### config.mk
export PLATFORM = sky130hd
export DESIGN_NAME = pi_position_controller_flat
export DESIGN_NICKNAME = d
export VERILOG_FILES = /design/src/rtl/pic_pkg.sv /design/src/rtl/pic_if.sv /design/src/rtl/pic_serial_mult.sv /design/src/rtl/pic_core.sv /design/src/rtl/pi_position_controller.sv /design/src/flat_wrapper.sv
export SDC_FILE = /design/constraint.sdc
export NUM_CORES = 1
export LEC_CHECK = 0
export BUFFER_PORTS_ARGS = -buffer_cell sky130_fd_sc_hd__buf_2
export CAP_MARGIN = 40
export CORE_MARGIN = 2
export CORE_UTILIZATION = 50
export CTS_CLUSTER_DIAMETER = 200
export CTS_CLUSTER_SIZE = 8
export DETAILED_ROUTE_END_ITERATION = 16
export PLACE_DENSITY = 0.67
export REMOVE_ABC_BUFFERS = 1
export SETUP_SLACK_MARGIN = 0.1
export SLEW_MARGIN = 0
export SYNTH_ARGS = -nofsm -noshare
export SYNTH_HDL_FRONTEND = slang
export SYNTH_HIERARCHICAL = 1
export SYNTH_SLANG_ARGS = --single-unit
export TNS_END_PERCENT = 5
### constraint.sdc
create_clock -name clock -period 16.65 [get_ports clock]
set_input_delay 3.33 -clock clock [delete_from_list [all_inputs] [get_ports clock]]
set_output_delay 3.33 -clock clock [all_outputs]
set_load 0.01 [all_outputs]
### src/rtl/pic_pkg.sv
// pic_pkg: widths, codes, reset values and shared types of the pi position controller
// no dependencies; compiled first
`timescale 1ns / 1ps

package pic_pkg;

   // field widths
   localparam int POS_W      = 32;
   localparam int DT_W       = 16;
   localparam int ERR_W      = POS_W + 1;
   localparam int INTEG_W    = 56;
   localparam int GAIN_W     = 24;
   localparam int LIMIT_W    = 15;
   localparam int DRIVE_W    = 16;
   localparam int STATE_W    = 2;
   localparam int CSR_IDX_W  = 2;
   localparam int CSR_DATA_W = 24;

   // serial multiplier geometry: signed multiplicand, unsigned multiplier bits
   localparam int MULA_W  = INTEG_W;
   localparam int MULB_W  = GAIN_W;
   localparam int PROD_W  = MULA_W + 1 + MULB_W;
   localparam int CNT_W   = $clog2(MULB_W + 1);
   localparam int PTERM_W = ERR_W + GAIN_W;
   localparam int TERM_W  = 64;

   // opcodes
   localparam logic OP_UPDATE = 1'b0;
   localparam logic OP_CLEAR  = 1'b1;

   // register indexes
   localparam logic [CSR_IDX_W-1:0] CSR_PROP_GAIN   = 2'd0;
   localparam logic [CSR_IDX_W-1:0] CSR_INTEG_GAIN  = 2'd1;
   localparam logic [CSR_IDX_W-1:0] CSR_DRIVE_LIMIT = 2'd2;

   // limit state codes
   localparam logic [STATE_W-1:0] LIM_NONE = 2'd0;
   localparam logic [STATE_W-1:0] LIM_HIGH = 2'd1;
   localparam logic [STATE_W-1:0] LIM_LOW  = 2'd2;

   // reset values
   localparam logic [GAIN_W-1:0]  PROP_GAIN_RESET   = 24'd65536;
   localparam logic [GAIN_W-1:0]  INTEG_GAIN_RESET  = 24'd0;
   localparam logic [LIMIT_W-1:0] DRIVE_LIMIT_RESET = 15'd32767;

   // integrator saturation bounds
   localparam logic [INTEG_W-1:0] INTEG_MAX = {1'b0, {(INTEG_W-1){1'b1}}};
   localparam logic [INTEG_W-1:0] INTEG_MIN = {1'b1, {(INTEG_W-1){1'b0}}};

   // integral term saturates at +/- 2^62
   localparam logic signed [PROD_W-1:0] TERM_SAT_POS = {{(PROD_W-63){1'b0}}, 1'b1, 62'd0};
   localparam logic signed [PROD_W-1:0] TERM_SAT_NEG = {{(PROD_W-62){1'b1}}, 62'd0};

   typedef struct packed {
      logic [GAIN_W-1:0]  prop_gain;
      logic [GAIN_W-1:0]  integ_gain;
      logic [LIMIT_W-1:0] drive_limit;
   } gains_type;

   typedef struct packed {
      logic [DRIVE_W-1:0] drive;
      logic [STATE_W-1:0] limit_state;
   } result_type;

   typedef struct packed {
      logic             start;
      logic [CNT_W-1:0] steps;
   } mul_ctrl_type;

endpackage

### src/rtl/pic_if.sv
// pic_if: valid/ready channel interfaces for request, response and register writes
// depends on pic_pkg
`timescale 1ns / 1ps

interface pic_req_if;
   import pic_pkg::*;
   logic                    valid;
   logic                    ready;
   logic                    opcode;
   logic signed [POS_W-1:0] target_position;
   logic signed [POS_W-1:0] measured_position;
   logic [DT_W-1:0]         time_step;

   modport source (output valid, opcode, target_position, measured_position, time_step,
                   input ready);
   modport sink (input valid, opcode, target_position, measured_position, time_step,
                 output ready);
endinterface

interface pic_rsp_if;
   import pic_pkg::*;
   logic                      valid;
   logic                      ready;
   logic signed [DRIVE_W-1:0] drive;
   logic [STATE_W-1:0]        limit_state;

   modport source (output valid, drive, limit_state, input ready);
   modport sink (input valid, drive, limit_state, output ready);
endinterface

interface pic_csr_if;
   import pic_pkg::*;
   logic                  valid;
   logic                  ready;
   logic [CSR_IDX_W-1:0]  reg_index;
   logic [CSR_DATA_W-1:0] wdata;

   modport source (output valid, reg_index, wdata, input ready);
   modport sink (input valid, reg_index, wdata, output ready);
endinterface

### src/rtl/pic_serial_mult.sv
// pic_serial_mult: shift-add multiplier, one multiplier bit per cycle, lsb first
// depends on pic_pkg
`timescale 1ns / 1ps

module pic_serial_mult (
   input  logic                        clock,
   input  logic                        reset,
   input  pic_pkg::mul_ctrl_type       ctrl,
   input  logic [pic_pkg::MULA_W-1:0]  mcand,
   input  logic [pic_pkg::MULB_W-1:0]  mplier,
   output logic                        done,
   output logic [pic_pkg::MULA_W:0]    prod_hi,
   output logic [pic_pkg::MULB_W-1:0]  prod_lo
);
   import pic_pkg::*;

   logic [MULA_W-1:0] mcand_ff, mcand_in;
   logic [MULA_W:0]   acc_ff, acc_in;
   logic [MULB_W-1:0] shr_ff, shr_in;
   logic [CNT_W-1:0]  cnt_ff, cnt_in;
   logic              busy_ff, busy_in;
   logic              done_ff, done_in;
   logic [MULA_W+1:0] sum;

   always_comb begin
      // partial sum, one guard bit above the sign
      sum = {acc_ff[MULA_W], acc_ff}
          + (shr_ff[0] ? {{2{mcand_ff[MULA_W-1]}}, mcand_ff} : '0);
      mcand_in = mcand_ff;
      acc_in   = acc_ff;
      shr_in   = shr_ff;
      cnt_in   = cnt_ff;
      busy_in  = busy_ff;
      done_in  = 1'b0;
      if (ctrl.start) begin
         mcand_in = mcand;
         acc_in   = '0;
         shr_in   = mplier;
         cnt_in   = ctrl.steps;
         busy_in  = 1'b1;
      end else if (busy_ff) begin
         // low product bit drops into the top of the multiplier register
         acc_in = sum[MULA_W+1:1];
         shr_in = {sum[0], shr_ff[MULB_W-1:1]};
         cnt_in = cnt_ff - CNT_W'(1);
         if (cnt_ff == CNT_W'(1)) begin
            busy_in = 1'b0;
            done_in = 1'b1;
         end
      end
   end

   always_ff @(posedge clock) begin
      if (reset) begin
         busy_ff <= 1'b0;
         done_ff <= 1'b0;
      end else begin
         busy_ff <= busy_in;
         done_ff <= done_in;
      end
   end

   always_ff @(posedge clock) begin
      mcand_ff <= mcand_in;
      acc_ff   <= acc_in;
      shr_ff   <= shr_in;
      cnt_ff   <= cnt_in;
   end

   assign done    = done_ff;
   assign prod_hi = acc_ff;
   assign prod_lo = shr_ff;

endmodule

### src/rtl/pic_core.sv
// pic_core: update sequencer, integrator with saturation, clamp and anti-windup undo
// depends on pic_pkg and pic_serial_mult
`timescale 1ns / 1ps

module pic_core #(
   parameter int FRAC_BITS = 16
) (
   input  logic                             clock,
   input  logic                             reset,
   input  logic                             req_accept,
   input  logic                             req_opcode,
   input  logic signed [pic_pkg::POS_W-1:0] req_target,
   input  logic signed [pic_pkg::POS_W-1:0] req_measured,
   input  logic [pic_pkg::DT_W-1:0]         req_time_step,
   input  pic_pkg::gains_type               gains,
   input  logic                             out_free,
   output logic                             idle,
   output logic                             out_load,
   output pic_pkg::result_type              result
);
   import pic_pkg::*;

   localparam int RAW_W = TERM_W - FRAC_BITS;

   localparam logic [2:0] S_IDLE    = 3'd0;
   localparam logic [2:0] S_MUL_INC = 3'd1;
   localparam logic [2:0] S_SUM     = 3'd2;
   localparam logic [2:0] S_MUL_P   = 3'd3;
   localparam logic [2:0] S_MUL_I   = 3'd4;
   localparam logic [2:0] S_ADD     = 3'd5;
   localparam logic [2:0] S_DONE    = 3'd6;

   logic [2:0]              state_ff, state_in;
   logic                    clr_ff, clr_in;
   logic [INTEG_W-1:0]      integ_ff, integ_in;
   logic [INTEG_W-1:0]      new_integ_ff, new_integ_in;
   logic [ERR_W-1:0]        err_ff, err_in;
   logic [PTERM_W-1:0]      pterm_ff, pterm_in;
   logic [TERM_W-1:0]       iterm_ff, iterm_in;
   logic signed [RAW_W-1:0] raw_ff, raw_in;

   mul_ctrl_type      mul_ctrl;
   logic [MULA_W-1:0] mul_mcand;
   logic [MULB_W-1:0] mul_mplier;
   logic              mul_done;
   logic [MULA_W:0]   mul_hi;
   logic [MULB_W-1:0] mul_lo;

   logic [ERR_W-1:0]         diff;
   logic [INTEG_W:0]         integ_sum;
   logic [INTEG_W-1:0]       integ_sat;
   logic signed [PROD_W-1:0] prod;
   logic [TERM_W-1:0]        iterm_sat;
   logic [TERM_W-1:0]        term_sum;
   logic signed [RAW_W-1:0]  lim_ext;
   logic [DRIVE_W-1:0]       lim16;
   logic                     clamp_high;
   logic                     clamp_low;
   logic                     undo;

   pic_serial_mult u_mult (
      .clock   (clock),
      .reset   (reset),
      .ctrl    (mul_ctrl),
      .mcand   (mul_mcand),
      .mplier  (mul_mplier),
      .done    (mul_done),
      .prod_hi (mul_hi),
      .prod_lo (mul_lo)
   );

   // datapath arithmetic
   always_comb begin
      diff = {req_target[POS_W-1], req_target} - {req_measured[POS_W-1], req_measured};

      integ_sum = {integ_ff[INTEG_W-1], integ_ff} + mul_hi;
      case (integ_sum[INTEG_W:INTEG_W-1])
         2'b01:   integ_sat = INTEG_MAX;
         2'b10:   integ_sat = INTEG_MIN;
         default: integ_sat = integ_sum[INTEG_W-1:0];
      endcase

      prod = {mul_hi, mul_lo};
      if (prod > TERM_SAT_POS) begin
         iterm_sat = TERM_SAT_POS[TERM_W-1:0];
      end else if (prod < TERM_SAT_NEG) begin
         iterm_sat = TERM_SAT_NEG[TERM_W-1:0];
      end else begin
         iterm_sat = prod[TERM_W-1:0];
      end

      term_sum = {{(TERM_W-PTERM_W){pterm_ff[PTERM_W-1]}}, pterm_ff} + iterm_ff;

      lim_ext    = {{(RAW_W-LIMIT_W){1'b0}}, gains.drive_limit};
      lim16      = {1'b0, gains.drive_limit};
      clamp_high = raw_ff > lim_ext;
      clamp_low  = raw_ff < -lim_ext;
      undo       = (clamp_high && !err_ff[ERR_W-1] && (err_ff != '0))
                || (clamp_low && err_ff[ERR_W-1]);
   end

   // multiplier launch: dt*err, then kp*err, then ki*integrator
   always_comb begin
      mul_ctrl   = '0;
      mul_mcand  = '0;
      mul_mplier = '0;
      case (state_ff)
         S_IDLE: begin
            mul_ctrl.start = req_accept && (req_opcode == OP_UPDATE);
            mul_ctrl.steps = CNT_W'(DT_W);
            mul_mcand      = {{(MULA_W-ERR_W){diff[ERR_W-1]}}, diff};
            mul_mplier     = {{(MULB_W-DT_W){1'b0}}, req_time_step};
         end
         S_SUM: begin
            mul_ctrl.start = 1'b1;
            mul_ctrl.steps = CNT_W'(GAIN_W);
            mul_mcand      = {{(MULA_W-ERR_W){err_ff[ERR_W-1]}}, err_ff};
            mul_mplier     = gains.prop_gain;
         end
         S_MUL_P: begin
            mul_ctrl.start = mul_done;
            mul_ctrl.steps = CNT_W'(GAIN_W);
            mul_mcand      = new_integ_ff;
            mul_mplier     = gains.integ_gain;
         end
         default: ;
      endcase
   end

   // sequencer
   always_comb begin
      state_in     = state_ff;
      clr_in       = clr_ff;
      integ_in     = integ_ff;
      new_integ_in = new_integ_ff;
      err_in       = err_ff;
      pterm_in     = pterm_ff;
      iterm_in     = iterm_ff;
      raw_in       = raw_ff;
      out_load     = 1'b0;
      case (state_ff)
         S_IDLE: begin
            if (req_accept) begin
               if (req_opcode == OP_CLEAR) begin
                  clr_in   = 1'b1;
                  integ_in = '0;
                  state_in = S_DONE;
               end else begin
                  clr_in   = 1'b0;
                  err_in   = diff;
                  state_in = S_MUL_INC;
               end
            end
         end
         S_MUL_INC: begin
            if (mul_done) begin
               state_in = S_SUM;
            end
         end
         S_SUM: begin
            new_integ_in = integ_sat;
            state_in     = S_MUL_P;
         end
         S_MUL_P: begin
            if (mul_done) begin
               pterm_in = prod[PTERM_W-1:0];
               state_in = S_MUL_I;
            end
         end
         S_MUL_I: begin
            if (mul_done) begin
               iterm_in = iterm_sat;
               state_in = S_ADD;
            end
         end
         S_ADD: begin
            raw_in   = term_sum[TERM_W-1:FRAC_BITS];
            state_in = S_DONE;
         end
         S_DONE: begin
            if (out_free) begin
               out_load = 1'b1;
               if (!clr_ff) begin
                  integ_in = undo ? integ_ff : new_integ_ff;
               end
               state_in = S_IDLE;
            end
         end
         default: state_in = S_IDLE;
      endcase
   end

   always_comb begin
      if (clr_ff) begin
         result.drive       = '0;
         result.limit_state = LIM_NONE;
      end else if (clamp_high) begin
         result.drive       = lim16;
         result.limit_state = LIM_HIGH;
      end else if (clamp_low) begin
         result.drive       = '0 - lim16;
         result.limit_state = LIM_LOW;
      end else begin
         result.drive       = raw_ff[DRIVE_W-1:0];
         result.limit_state = LIM_NONE;
      end
   end

   always_ff @(posedge clock) begin
      if (reset) begin
         state_ff <= S_IDLE;
         clr_ff   <= 1'b0;
         integ_ff <= '0;
      end else begin
         state_ff <= state_in;
         clr_ff   <= clr_in;
         integ_ff <= integ_in;
      end
   end

   always_ff @(posedge clock) begin
      new_integ_ff <= new_integ_in;
      err_ff       <= err_in;
      pterm_ff     <= pterm_in;
      iterm_ff     <= iterm_in;
      raw_ff       <= raw_in;
   end

   assign idle = (state_ff == S_IDLE);

endmodule

### src/rtl/pi_position_controller.sv
// pi_position_controller: top level, register file, response register and core
// depends on pic_pkg, pic_if and pic_core
//
// usage
// - req_bus carries one update (opcode 0) or clear (opcode 1) per transfer; target and
//   measured position are signed q16.16, time_step is unsigned q0.16 seconds
// - rsp_bus returns exactly one transfer per request: drive (signed q1.15) and
//   limit_state (0 within limit, 1 clamped high, 2 clamped low)
// - csr_bus writes prop_gain (index 0), integ_gain (index 1) and drive_limit (index 2);
//   it is always ready, other indexes are dropped; write only while no request is open
// - requests do not overlap, as one is taken only while the core is idle; an update runs
//   one shared bit-serial multiplier for dt*error over the 16 bits of dt, then for
//   kp*error and ki*integrator over the 24 bits of each gain, then the sum and clamp states
// - a clear goes straight to S_DONE, loads the response register once it frees and
//   zeroes the integrator
// - a finished result sits in the response register; the core can take and work on the
//   next request while rsp is stalled, and holds its own result until the register frees
// - reset (synchronous) clears the integrator, loads the register reset values and
//   empties the response register
`timescale 1ns / 1ps

module pi_position_controller #(
   parameter int FRAC_BITS = 16
) (
   input logic       clock,
   input logic       reset,
   pic_req_if.sink   req_bus,
   pic_rsp_if.source rsp_bus,
   pic_csr_if.sink   csr_bus
);
   import pic_pkg::*;

   gains_type  gains_ff, gains_in;
   logic       rsp_valid_ff, rsp_valid_in;
   result_type rsp_data_ff, rsp_data_in;

   logic       core_idle;
   logic       core_load;
   result_type core_result;
   logic       req_accept;
   logic       out_free;

   // request transfer only when the core is waiting
   assign req_bus.ready = core_idle;
   assign req_accept    = req_bus.valid && req_bus.ready;

   // response register may load when empty or emptying this cycle
   assign out_free = !rsp_valid_ff || rsp_bus.ready;

   pic_core #(
      .FRAC_BITS (FRAC_BITS)
   ) u_core (
      .clock         (clock),
      .reset         (reset),
      .req_accept    (req_accept),
      .req_opcode    (req_bus.opcode),
      .req_target    (req_bus.target_position),
      .req_measured  (req_bus.measured_position),
      .req_time_step (req_bus.time_step),
      .gains         (gains_ff),
      .out_free      (out_free),
      .idle          (core_idle),
      .out_load      (core_load),
      .result        (core_result)
   );

   // register writes, always accepted
   assign csr_bus.ready = 1'b1;

   always_comb begin
      gains_in = gains_ff;
      if (csr_bus.valid && csr_bus.ready) begin
         case (csr_bus.reg_index)
            CSR_PROP_GAIN:   gains_in.prop_gain   = csr_bus.wdata;
            CSR_INTEG_GAIN:  gains_in.integ_gain  = csr_bus.wdata;
            CSR_DRIVE_LIMIT: gains_in.drive_limit = csr_bus.wdata[LIMIT_W-1:0];
            default: ;
         endcase
      end
   end

   // response register
   always_comb begin
      rsp_valid_in = rsp_valid_ff;
      rsp_data_in  = rsp_data_ff;
      if (core_load) begin
         rsp_valid_in = 1'b1;
         rsp_data_in  = core_result;
      end else if (rsp_bus.ready) begin
         rsp_valid_in = 1'b0;
      end
   end

   always_ff @(posedge clock) begin
      if (reset) begin
         gains_ff.prop_gain   <= PROP_GAIN_RESET;
         gains_ff.integ_gain  <= INTEG_GAIN_RESET;
         gains_ff.drive_limit <= DRIVE_LIMIT_RESET;
         rsp_valid_ff         <= 1'b0;
      end else begin
         gains_ff     <= gains_in;
         rsp_valid_ff <= rsp_valid_in;
      end
   end

   always_ff @(posedge clock) begin
      rsp_data_ff <= rsp_data_in;
   end

   assign rsp_bus.valid       = rsp_valid_ff;
   assign rsp_bus.drive       = rsp_data_ff.drive;
   assign rsp_bus.limit_state = rsp_data_ff.limit_state;

endmodule

### src/flat_wrapper.sv
// flat-port wrapper written by rule: the top's interface ports become plain ports
module pi_position_controller_flat import pic_pkg::*;
#(
   parameter int FRAC_BITS = 16
)
  (clock, reset, req_bus_valid, req_bus_opcode, req_bus_target_position, req_bus_measured_position, req_bus_time_step, req_bus_ready, rsp_bus_valid, rsp_bus_drive, rsp_bus_limit_state, rsp_bus_ready, csr_bus_valid, csr_bus_reg_index, csr_bus_wdata, csr_bus_ready);
  pic_req_if req_bus_i ();
  pic_rsp_if rsp_bus_i ();
  pic_csr_if csr_bus_i ();
  input logic clock;
  input logic reset;
  input wire logic [$bits(req_bus_i.valid)-1:0] req_bus_valid;
  input wire logic [$bits(req_bus_i.opcode)-1:0] req_bus_opcode;
  input wire logic [$bits(req_bus_i.target_position)-1:0] req_bus_target_position;
  input wire logic [$bits(req_bus_i.measured_position)-1:0] req_bus_measured_position;
  input wire logic [$bits(req_bus_i.time_step)-1:0] req_bus_time_step;
  output wire logic [$bits(req_bus_i.ready)-1:0] req_bus_ready;
  output wire logic [$bits(rsp_bus_i.valid)-1:0] rsp_bus_valid;
  output wire logic [$bits(rsp_bus_i.drive)-1:0] rsp_bus_drive;
  output wire logic [$bits(rsp_bus_i.limit_state)-1:0] rsp_bus_limit_state;
  input wire logic [$bits(rsp_bus_i.ready)-1:0] rsp_bus_ready;
  input wire logic [$bits(csr_bus_i.valid)-1:0] csr_bus_valid;
  input wire logic [$bits(csr_bus_i.reg_index)-1:0] csr_bus_reg_index;
  input wire logic [$bits(csr_bus_i.wdata)-1:0] csr_bus_wdata;
  output wire logic [$bits(csr_bus_i.ready)-1:0] csr_bus_ready;
  assign req_bus_i.valid = req_bus_valid;
  assign req_bus_i.opcode = req_bus_opcode;
  assign req_bus_i.target_position = req_bus_target_position;
  assign req_bus_i.measured_position = req_bus_measured_position;
  assign req_bus_i.time_step = req_bus_time_step;
  assign req_bus_ready = req_bus_i.ready;
  assign rsp_bus_valid = rsp_bus_i.valid;
  assign rsp_bus_drive = rsp_bus_i.drive;
  assign rsp_bus_limit_state = rsp_bus_i.limit_state;
  assign rsp_bus_i.ready = rsp_bus_ready;
  assign csr_bus_i.valid = csr_bus_valid;
  assign csr_bus_i.reg_index = csr_bus_reg_index;
  assign csr_bus_i.wdata = csr_bus_wdata;
  assign csr_bus_ready = csr_bus_i.ready;
  pi_position_controller #(.FRAC_BITS(FRAC_BITS)) u_core (.clock(clock), .reset(reset), .req_bus(req_bus_i), .rsp_bus(rsp_bus_i), .csr_bus(csr_bus_i));
endmodule
=== Yosys cells after proc, flatten, opt, wreduce, memory -nomap -nowiden ===
Cells that the tools add are included.

* Add/subtract/negate cells: 7
* Order comparisons: 4
* Eq/ne operators: 19
* Multiplexer cells: 34
* Bitwise gates (word level): 2
* Reductions and logical operators: 27

{| class="wikitable"
|+ Operator list
! cell !! count
|-
| 56-bit two-way mux || 5
|-
| 56-bit case mux with 2 select lines || 2
|-
| 56-bit case mux with 3 select lines || 1
|-
| 81-bit by 64-bit greater-than comparator with 1-bit output, second input constant || 1
|-
| 81-bit by 63-bit < comparator with 1-bit output, second input constant || 1
|-
| 24-bit case mux with 3 select lines || 1
|-
| 64-bit adder || 1
|-
| 64-bit two-way mux || 1
|-
| 58-bit adder || 1
|-
| 58-bit two-way mux || 1
|-
| 57-bit adder || 1
|-
| 48-bit by 16-bit greater-than comparator with 1-bit output || 1
|-
| 48-bit < comparator || 1
|-
| 24-bit two-way mux || 2
|-
| 15-bit negation with 48-bit output || 1
|-
| 33-bit nonzero test || 1
|-
| 32-bit by 32-bit subtractor with 33-bit output || 1
|-
| 3-bit case mux with 7 select lines || 1
|-
| 18-bit two-way mux || 1
|-
| 3-bit two-way mux || 6
|-
| 6-bit case mux with 3 select lines || 1
|-
| 17-bit two-way mux || 1
|-
| 1-bit by 15-bit subtractor with 16-bit output, first input constant || 1
|-
| 2-bit AND reduction || 6
|-
| 23 further kinds || 53
|}

* Register bits: 544
* Input port bits: 112
* Output and inout bits: 21
* Word-level logic and storage cells: 116

=== Logic depth before layout (Yosys ltp) ===
Gate-level depths: netlist of run 1.

* Depth in word-level cells: 8
* Depth in mapped cells: 22
* Depth with buffers taken out: 19

=== Cells and area by module ===
The synthesis of run 1 kept the hierarchy.

{| class="wikitable"
|+ By module, submodules not included
! module !! times used !! cells an instance !! area each (um2) !! seq. area each (um2)
|-
| pic_core || 1 || 2331 || 22756.8 || 8948.6
|-
| pic_serial_mult || 1 || 914 || 8653.3 || 3733.6
|-
| pi_position_controller || 1 || 277 || 3206.8 || 1821.7
|}

=== Least setup slack after synthesis of run 1 ===
OpenSTA, ideal clock, no wires.

* Path kind: input to register
* Start: in req_bus_valid
* End: reg u_core.u_core.u_mult.cnt_ff[0] (enable)
* Setup time: 0.384 ns
* Data arrival time: 7.700 ns
* Data required time: 16.266 ns
* Slack: 8.566 ns
* Cell stages on the path: 8
* Buffers on the path: 2
* Path through: and2_1 -> nand2_1 -> nor2_1 -> or3_1 -> clkbuf_1 -> nor2_1 -> clkbuf_1 -> inv_1

{| class="wikitable"
|+ RTL lines
! element !! RTL line !! RTL
|-
| start, declared || flat_wrapper.sv:12 || <nowiki>input wire logic [$bits(req_bus_i.valid)-1:0] req_bus_valid;</nowiki>
|-
| end signal, assigned || pic_serial_mult.sv:67 || <nowiki>cnt_ff <= cnt_in;</nowiki>
|-
| end, declared || pic_serial_mult.sv:20 || <nowiki>logic [CNT_W-1:0] cnt_ff, cnt_in;</nowiki>
|}

==> metrics list, run 1 <==
- Counting tap cells, the placed design contains a total of 4452 instances.
- The endpoint identified for the worst register-to-register timing path is u_core/u_core/integ_ff[51]$_SDFFE_PP0P_.
* Async S/R FF share, synth: 0%
- Max clock buf depth: 3
- On the critical path, the stage with the largest delay is an instance of or3_4.
* # DRC: 0
- For flop-to-flop paths, the worst setup slack is between 10 and 15 ns.
- On the final layout, the worst clock skew is around 0.047 ns.
- Fin util: around 56%
- Slew at the pin with the worst max-slew slack: 0.959 ns
* Number of library cell types mapped by synthesis: 102
- Number of global-route vias before repair: between 20000 and 30000
- Path depth of the worst reg2reg path: 19
- The clock period could shrink to 6.41 ns.
* Cell with the most instances after synthesis: edfxtp_1
- Total wire length after detailed routing: a little over 90000 µm
- The later pin in the worst-skew pair is clocked with a latency of between 0.6 and 0.7 ns.
* Crit Path Category: in -> reg
- Hold path startpoint: u_core/gains_ff[30]$_SDFFE_PP0P_
- After synthesis, the cell types taking the most area are edfxtp_1, dfxtp_1, ha_1.
* Area of the mapped netlist: 34600 µm²
- In this run the clock root is driven by a clkbuf_16.
- After the flow finishes, the layout carries non-filler instances totaling about 4600.
* Area taken by flip-flops and latches: 14500 µm²
- The first global-routing pass estimated approximately 140000 µm of wire.
- STA classifies the critical path endpoint as a flip-flop.
- Largest net degree at the start of global routing: between 100 and 150
- Dividing the synthesized area by the synthesized cell count gives 9.83 µm².
- Nets: roughly 4000
* Detailed Route Iter0 Violations: 2273
* Hold violation total from the final report: 0
- After global routing the overflow that remains totals 0.
- Worst setup slack before clock tree synthesis: 9.61 ns
- Cell depth of the worst min-delay path: 2
- The most used flip-flop cell after synthesis is edfxtp_1.
* TritonCTS Sinks: 544
- Die outline height: 267 µm
* WHS Endpoint: u_core/gains_ff[30]$_SDFFE_PP0P_
- The worst setup path is launched from a primary input.
- In the final layout, the share of cells above drive strength 1 is under 10%.
* Maximum cell stage delay along the critical path: between 0.7 and 0.8 ns
- Layout area overhead: 11.0%
- The share of synthesized area in the top cell type comes to between 30% and 40%.
- In this run, the clock network consumes between 20% and 30% of the power.
- Setup repair after global routing missed its margin: no
- The H-tree generated during clock tree synthesis spans 3 levels.
- Highest clock frequency the design can meet: 156 MHz
- Power density relative to cell area: 138 nW/µm²
- The tightest hold path in the finished design has a slack of between 0.4 and 0.5 ns.
* Core area: between 60000 and 70000 µm²
- The worst register-to-register path begins at u_core/gains_ff[0]$_SDFFE_PP1P_.
- Setup bufs post-CTS: 0
- By count the netlist is led by edfxtp_1, a21oi_1, nor2_1, ha_1, nand2_1.
- Post-synthesis sequential area ratio: 41.9%
- In this run the tool buffered the top-level ports with about 130 buffer cells.
* Met3 wire len: between 5000 and 6000 µm
- In this run, CTS created clock tree buffers numbering 77.
- The analysis attributes to net switching a power of about 2.0 mW.
* Average detailed-routed wire length per instance: between 15 and 20 µm
- Once the clock tree was built, the resizer swapped 0 gates to a different size.
* Pre-antenna DRT Iters: 6
- Max-slew headroom: a little over a third
* GRT Util Overall: roughly 26%
* Final estimated routing congestion in global placement: between 0.9 and 1
- The detailed router placed around 27000 vias in this run.
- M1 WL: around 42000 µm
- Once detailed placement completed, the half-perimeter wirelength came to 67800 µm.
* Critical Path Start: req_bus_valid
- Hold repair after CTS inserted 0 buffers.
- Traced cell by cell, the critical path runs through buf_2 -> and2_1 -> nand2_1 -> nor2_4 -> buf_4 -> or3_4 -> buf_4 -> inv_1 -> nand2_1 -> buf_4 -> nor2_1 -> mux2i_1 -> o311ai_0.
* Max capacitance violation total: 0
* TritonCTS clock tree: built
* Switching share of total power: 37.3%
- Critical path buffer and inverter count: 5
- Register bit total from synthesis: between 500 and 600
- Number of nets with antenna violations after detailed routing: 0
- Number of fillers in the final layout: slightly above 6000
- Routed wire length on met2: about 41000 µm
- Among cell families on the critical path, the largest total delay comes from buffers and inverters.
- From left edge to right edge, the die measures roughly 270 µm.
- In the final timing run, aggregate negative setup slack is 0 ns.
* Internal power summed over all cells: approximately 3.3 mW
* IR Drop Worst-Case VDD: 111 µV
- Area of combinational cells with multiple inputs: 19000 µm²
- In the routed layout, each cell is associated on average with a via count of 5.85.
- After layout, the worst path uses ~38% of the clock period.
- Summed over all cells, the static leakage comes to approximately 16 nW.
* Io pins: 133
- Dominant cell type by count on the critical path: buf_4
- Row generation in the floorplan step produced 96 rows.
* Top Metal Used: met4
- Overall die area: a little over 70000 µm²
- Initial antenna violation count: 1
* Setup Viol. Count Final: 0
- Of all nets on the critical path, the largest fanout is 65.
- Proportion of power drawn by combinational gates: 33.3%
- Data arrives at the worst endpoint at roughly 6.9 ns.
* Worst Hold Class: reg -> reg
- Initial standard-cell utilization of the core: about half
- Yosys mapped a number of flops with a built-in enable equal to between 300 and 400.
- For this run, the number of Yosys warnings is 6.
- Final worst-path setup slack: ~10 ns
- Clock input transition at the sequential cells of the worst setup and hold paths: 0.06 ns
* Required arrival time at the worst endpoint: between 15 and 20 ns
- The flow ran to the end, and the final reports show no timing, DRC or antenna violations.
- Seq pwr share: a little under two fifths
* Most area-hungry cell type in the Yosys netlist: edfxtp_1
- Number of cells produced by synthesis: between 3000 and 4000
- The number of max-slew violations in the final report is 0.
[worst max-delay path by stage]
stage	end	slack (ns)	depth (start not counted)
after floorplan	u_core/u_core/u_mult/cnt_ff[0]$_DFFE_PP_	6.59	6
after global placement	u_core/u_core/u_mult/prod_hi[49]$_SDFFE_PP0P_	9.65	13
after detailed placement	u_core/u_core/u_mult/prod_hi[46]$_SDFFE_PP0P_	9.61	13
after CTS	u_core/u_core/u_mult/prod_hi[46]$_SDFFE_PP0P_	10.26	13
after global routing	u_core/u_core/u_mult/prod_hi[46]$_SDFFE_PP0P_	9.94	13
final	u_core/u_core/u_mult/prod_hi[46]$_SDFFE_PP0P_	10.24	13
[registers in the layout, indices dropped and copies added, names as in the netlist, 48 cells and up]
name and cells:
u_core/u_core/u_mult/prod_hi 57, u_core/gains_ff 63, u_core/u_core/raw_ff 48, u_core/u_core/pterm_ff 57
u_core/u_core/iterm_ff 64, u_core/u_core/new_integ_ff 56, u_core/u_core/u_mult/mcand_ff 56, u_core/u_core/integ_ff 56
[cell usage in the layout (no fill, tap or decap), drive strengths merged, types with 10 or more instances in the layout]
cell type	instances
xor2	76
mux2	28
nand2	228
a2111oi	10
a22o	59
ha	275
a211o	32
clkbuf	136
or3	16
nor4	50
nor2b	86
nand2b	100
and3	28
o31ai	21
mux2i	134
nor3	45
nand4	67
o21a	34
o21ai	174
xnor2	104
a31oi	31
a21boi	11
o21bai	23
a21oi	288
buf	167
nor2	277
dfxtp	183
nand3	47
a211oi	28
edfxtp	361
and2	77
a21o	191
inv	111
o211ai	15
[power by group through the flow]
| stage | logic (mW) | clock network, mW | registers, mW |
|---|---|---|---|
| floorplan | 1.25 | 0 | 1.94 |
| CTS | 1.75 | 1.53 | 2.03 |
| global route | 1.95 | 1.58 | 2.06 |
| finish | 1.77 | 1.50 | 2.04 |
| global placement | 1.70 | 0 | 2.06 |
| detailed placement | 1.74 | 0 | 2.05 |
[layer usage]
layer | global-route usage [%] | vias to the layer above
li1 | - | 13231
met1 | 35.0 | 12739
met2 | 40.9 | 791
met3 | 3.85 | 134
met4 | 9.70 | 0
met5 | 0 | -
[metrics by stage]
step	total power, mW	instance area [µm²]
after floorplan	3.19	33900
after global placement	3.76	36000
after detailed placement	3.79	36100
after CTS	5.31	38400
after global routing	5.58	38400
final	5.30	38400
[cell families (layout without fill, tap and decap cells)]
logic type                 Yosys count  count (layout)  share of synthesized area, %
AOI/OAI and AO/OA                 1009            1009                          19.5
xor gates and xnor gates           180             180                          4.58
adders and majority gates          278             278                          10.1
buffers and inverters              280             419                          3.32
DFF                                544             544                          41.9
muxes                              162             162                          4.79
other                                2               5                        0.0217
and+or+nand+nor                   1067            1067                          15.7
[worst reg2reg max path, delay by kind of cell (launching register included)]
kind                     cells  cell delay [ns]
AND/OR/NAND/NOR             11             3.09
AO/OA/AOI/OAI                4             1.29
buffers and inverters        3             1.06
flip-flops                   1             0.36
adder cells (fa/ha/maj)      1             0.14
[cell type report]
class                   count  share of cell area, %
clock inverters             6                  0.355
well taps                 931                   3.03
multi-input cells        2700                   49.6
diodes                      1                0.00652
flip-flops and latches    544                   37.8
repair buffers            167                   2.51
inverters                 110                   1.07
clock buffers             136                   5.65
Power figures use the tool's default switching activity.
==> run 2, diff against run 1 <==
- clock period: 16.65 -> 6.1 ns (I/O delays scaled with it)
==> run 2 against run 1 <==
Net effect:
- first-iteration DRC count rose by 2.9%
- sequential cell count did not move
- die area did not move
- final cell count barely moved
- critical path depth rose by 5
- sequential power rose to 2.7 times the previous value
- via count rose by 0.60%
- count of clock-buffer cells in the layout fell by 8
- critical path type is now reg -> reg
- largest cell class unchanged
- largest power group unchanged
==> metrics list, run 2 (synthesized netlist as in run 1, its figures left out) <==
- Initial antenna violation count: 1
* Max capacitance violation total: 0
- Overall die area: ~70000 µm²
- In this run the power spent charging and discharging nets is ~5.4 mW.
* Largest net degree at the start of global routing: ~100
- The number of failing hold endpoints at the final stage was 0.
* Setup Viol. Count Final: 0
- Highest clock frequency the design can meet: between 150 and 200 MHz
* GRT Util Overall: 25.6%
- Worst Hold Class: reg -> reg
* Setup repair after global routing missed its margin: no
* Routed vias: between 20000 and 30000
* Crit Path Category: reg -> reg
* Initial standard-cell utilization of the core: between 50% and 60%
- Cell count after placement: around 4500
- The number of antenna diodes in the final layout is 0.
* Clock input transition at the sequential cells of the worst setup and hold paths: about 0.050 ns
- Crit path arrival time: approximately 6.0 ns
* Share of layout cells above drive strength 1: just under 10%
- Detailed Route Iter0 Violations: about 2300
* Average detailed-routed wire length per instance: about 20 µm
- Number of global-route vias before repair: around 26000
- # DRC: 0
* Minimum period implied by the final worst setup slack: around 5.5 ns
- Counting flops per register, the top entry is u_core/u_core/iterm_ff.
- After floorplanning, the core was sized to cover approximately 69000 µm².
- Once the clock tree was built, the setup fixing pass inserted 0 buffers.
- Remaining global-route overflow: 0
* Nets: between 3000 and 4000
* Clock latency reported for the late side of the worst-skew pair: about 0.63 ns
- Buffer cell driving the clock tree root: clkbuf_16
- The analysis attributes to cell leakage a power of approximately 16 nW.
- In this run, post-CTS repair resized a total of 0 instances.
- Run status: finished clean
* HPWL after DPL: between 60000 and 70000 µm
- Final hold analysis gives a worst-case slack of ~0.47 ns.
* Layout area overhead: 11.0%
* Max-slew headroom: between 30% and 40%
* Max clock buf depth: 3
- Required arrival time at the worst endpoint: 6.66 ns
- Die outline height: ~270 µm
* Commonest non-fill, non-tap cells in the layout: edfxtp_1, a21oi_1, ha_1, nor2_1, nand2_1
- Total wire length after detailed routing: approximately 92000 µm
* Kind of capture point of the worst setup path: flip-flop
- The clock network burns 28.0% of the power.
- For the pin with the worst max-slew slack, the measured transition is roughly 0.90 ns.
- At the end of routability-driven placement, the weighted congestion stood at ~0.94.
- Number of fillers in the final layout: approximately 6000
- Proportion of power drawn by combinational gates: 33.8%
* Top flop regs: u_core/u_core/iterm_ff (64), u_core/gains_ff (63)
* Part of the cycle the worst path needs: about nine tenths
* Seq pwr share: 38.2%
- Counting the buffers created by CTS gives 77.
- Prior to clock tree synthesis, the placed netlist has a worst setup slack of roughly 0.73 ns.
- Io pins: ~130
- In this run the worst path has a maximum fanout of 37.
- Across all setup checks in the final design, the least slack found is ~0.64 ns.
- Before antenna repair, the detailed router went through 5 iterations.
* Number of nets with antenna violations after detailed routing: 0
* Switching share of total power: 37.4%
* Number of rows created at floorplan: 96
- Power density relative to cell area: roughly 380 nW/µm²
- The number of max-slew violations in the final report was 0.
- Via-to-Cell Ratio: between 5 and 6
- For the final database, setup skew stands at a little over 0.05 ns.
* Global-route wire length before repair: 145000 µm
- Number of buffers inserted for hold repair after clock tree synthesis: 0
- TritonCTS built the clock tree.
- Most common cell after layout, fill and taps aside: edfxtp_1
- Final cell count without fillers: 4593
- The H-tree generated during clock tree synthesis spans 3 levels.
- TritonCTS Sinks: approximately 540
* Startpoint type of the worst setup path: flip-flop
* Number of I/O port buffers: around 130
- VDD sags by at most ~230 µV.
- The register with the most flip-flops in the layout has 64 of them.
- Horizontal die dimension: 267 µm
* Internal power summed over all cells: ~9.0 mW
-- run 2: critical path: stages (launching register included) --
cell	delay [ns]
dfxtp_1	0.34
or3_1	0.45
or3_4	0.38
or3_4	0.36
or3_4	0.44
nor4_1	0.38
buf_4	0.23
ha_1	0.14
and4_1	0.22
nand2_1	0.05
or2_1	0.22
nor2_1	0.14
nand2_1	0.07
o211ai_1	0.23
a31oi_2	0.24
a2111oi_2	0.50
and2b_2	0.51
buf_12	0.28
a22o_1	0.18
-- run 2: worst paths after layout --
check,startpoint,end,slack (ns),cells after the start
hold reg to reg,u_core/gains_ff[46]$_SDFFE_PP0P_,u_core/gains_ff[46]$_SDFFE_PP0P_,0.47,2
setup / recovery,u_core/gains_ff[0]$_SDFFE_PP1P_,u_core/u_core/integ_ff[10]$_SDFFE_PP0P_,0.64,18
setup reg to reg,u_core/gains_ff[0]$_SDFFE_PP1P_,u_core/u_core/integ_ff[10]$_SDFFE_PP0P_,0.64,18
hold / removal,u_core/gains_ff[46]$_SDFFE_PP0P_,u_core/gains_ff[46]$_SDFFE_PP0P_,0.47,2
-- run 2: routing by layer --
metal	GRT usage (%)	vias up	part of all wire, %
met5	0	-	0.0087
met4	7.14	2	2.4
met3	3.49	120	6.2
met2	40.6	890	44
met1	36.7	12813	47
li1	-	13231	-
-- run 2: metrics by stage --
stage	utilization [%]	power (mW)	TNS, ns	instance area (µm²)
after floorplan	-	8.70	-526.83	33900
after global placement	52.6	10.3	0	36100
after detailed placement	52.7	10.3	0	36200
after CTS	56.0	14.4	0	38400
after global routing	56.0	15.2	0	38400
final	56.0	14.4	0	38400
-- run 2: power groups by stage --
| stage | Clock [mW] | Sequential, mW | Combinational, mW |
|---|---|---|---|
| 6_report | 4.04 | 5.51 | 4.87 |
| 5_1_grt | 4.28 | 5.57 | 5.32 |
| 3_5_place_dp | 0 | 5.56 | 4.77 |
| 2_1_floorplan | 0 | 5.28 | 3.42 |
| 4_1_cts | 4.12 | 5.49 | 4.80 |
| 3_3_place_gp | 0 | 5.55 | 4.71 |
-- run 2: cell type report --
type | instances | area (µm²) | area share (%)
multi-input cells | 2700 | 19000 | 49.6
repair buffers | 173 | 1040 | 2.71
clock inverters | 7 | 141 | 0.368
well taps | 931 | 1160 | 3.03
inverters | 110 | 413 | 1.07
clock buffers | 128 | 2120 | 5.51
flip-flops and latches | 544 | 14500 | 37.7
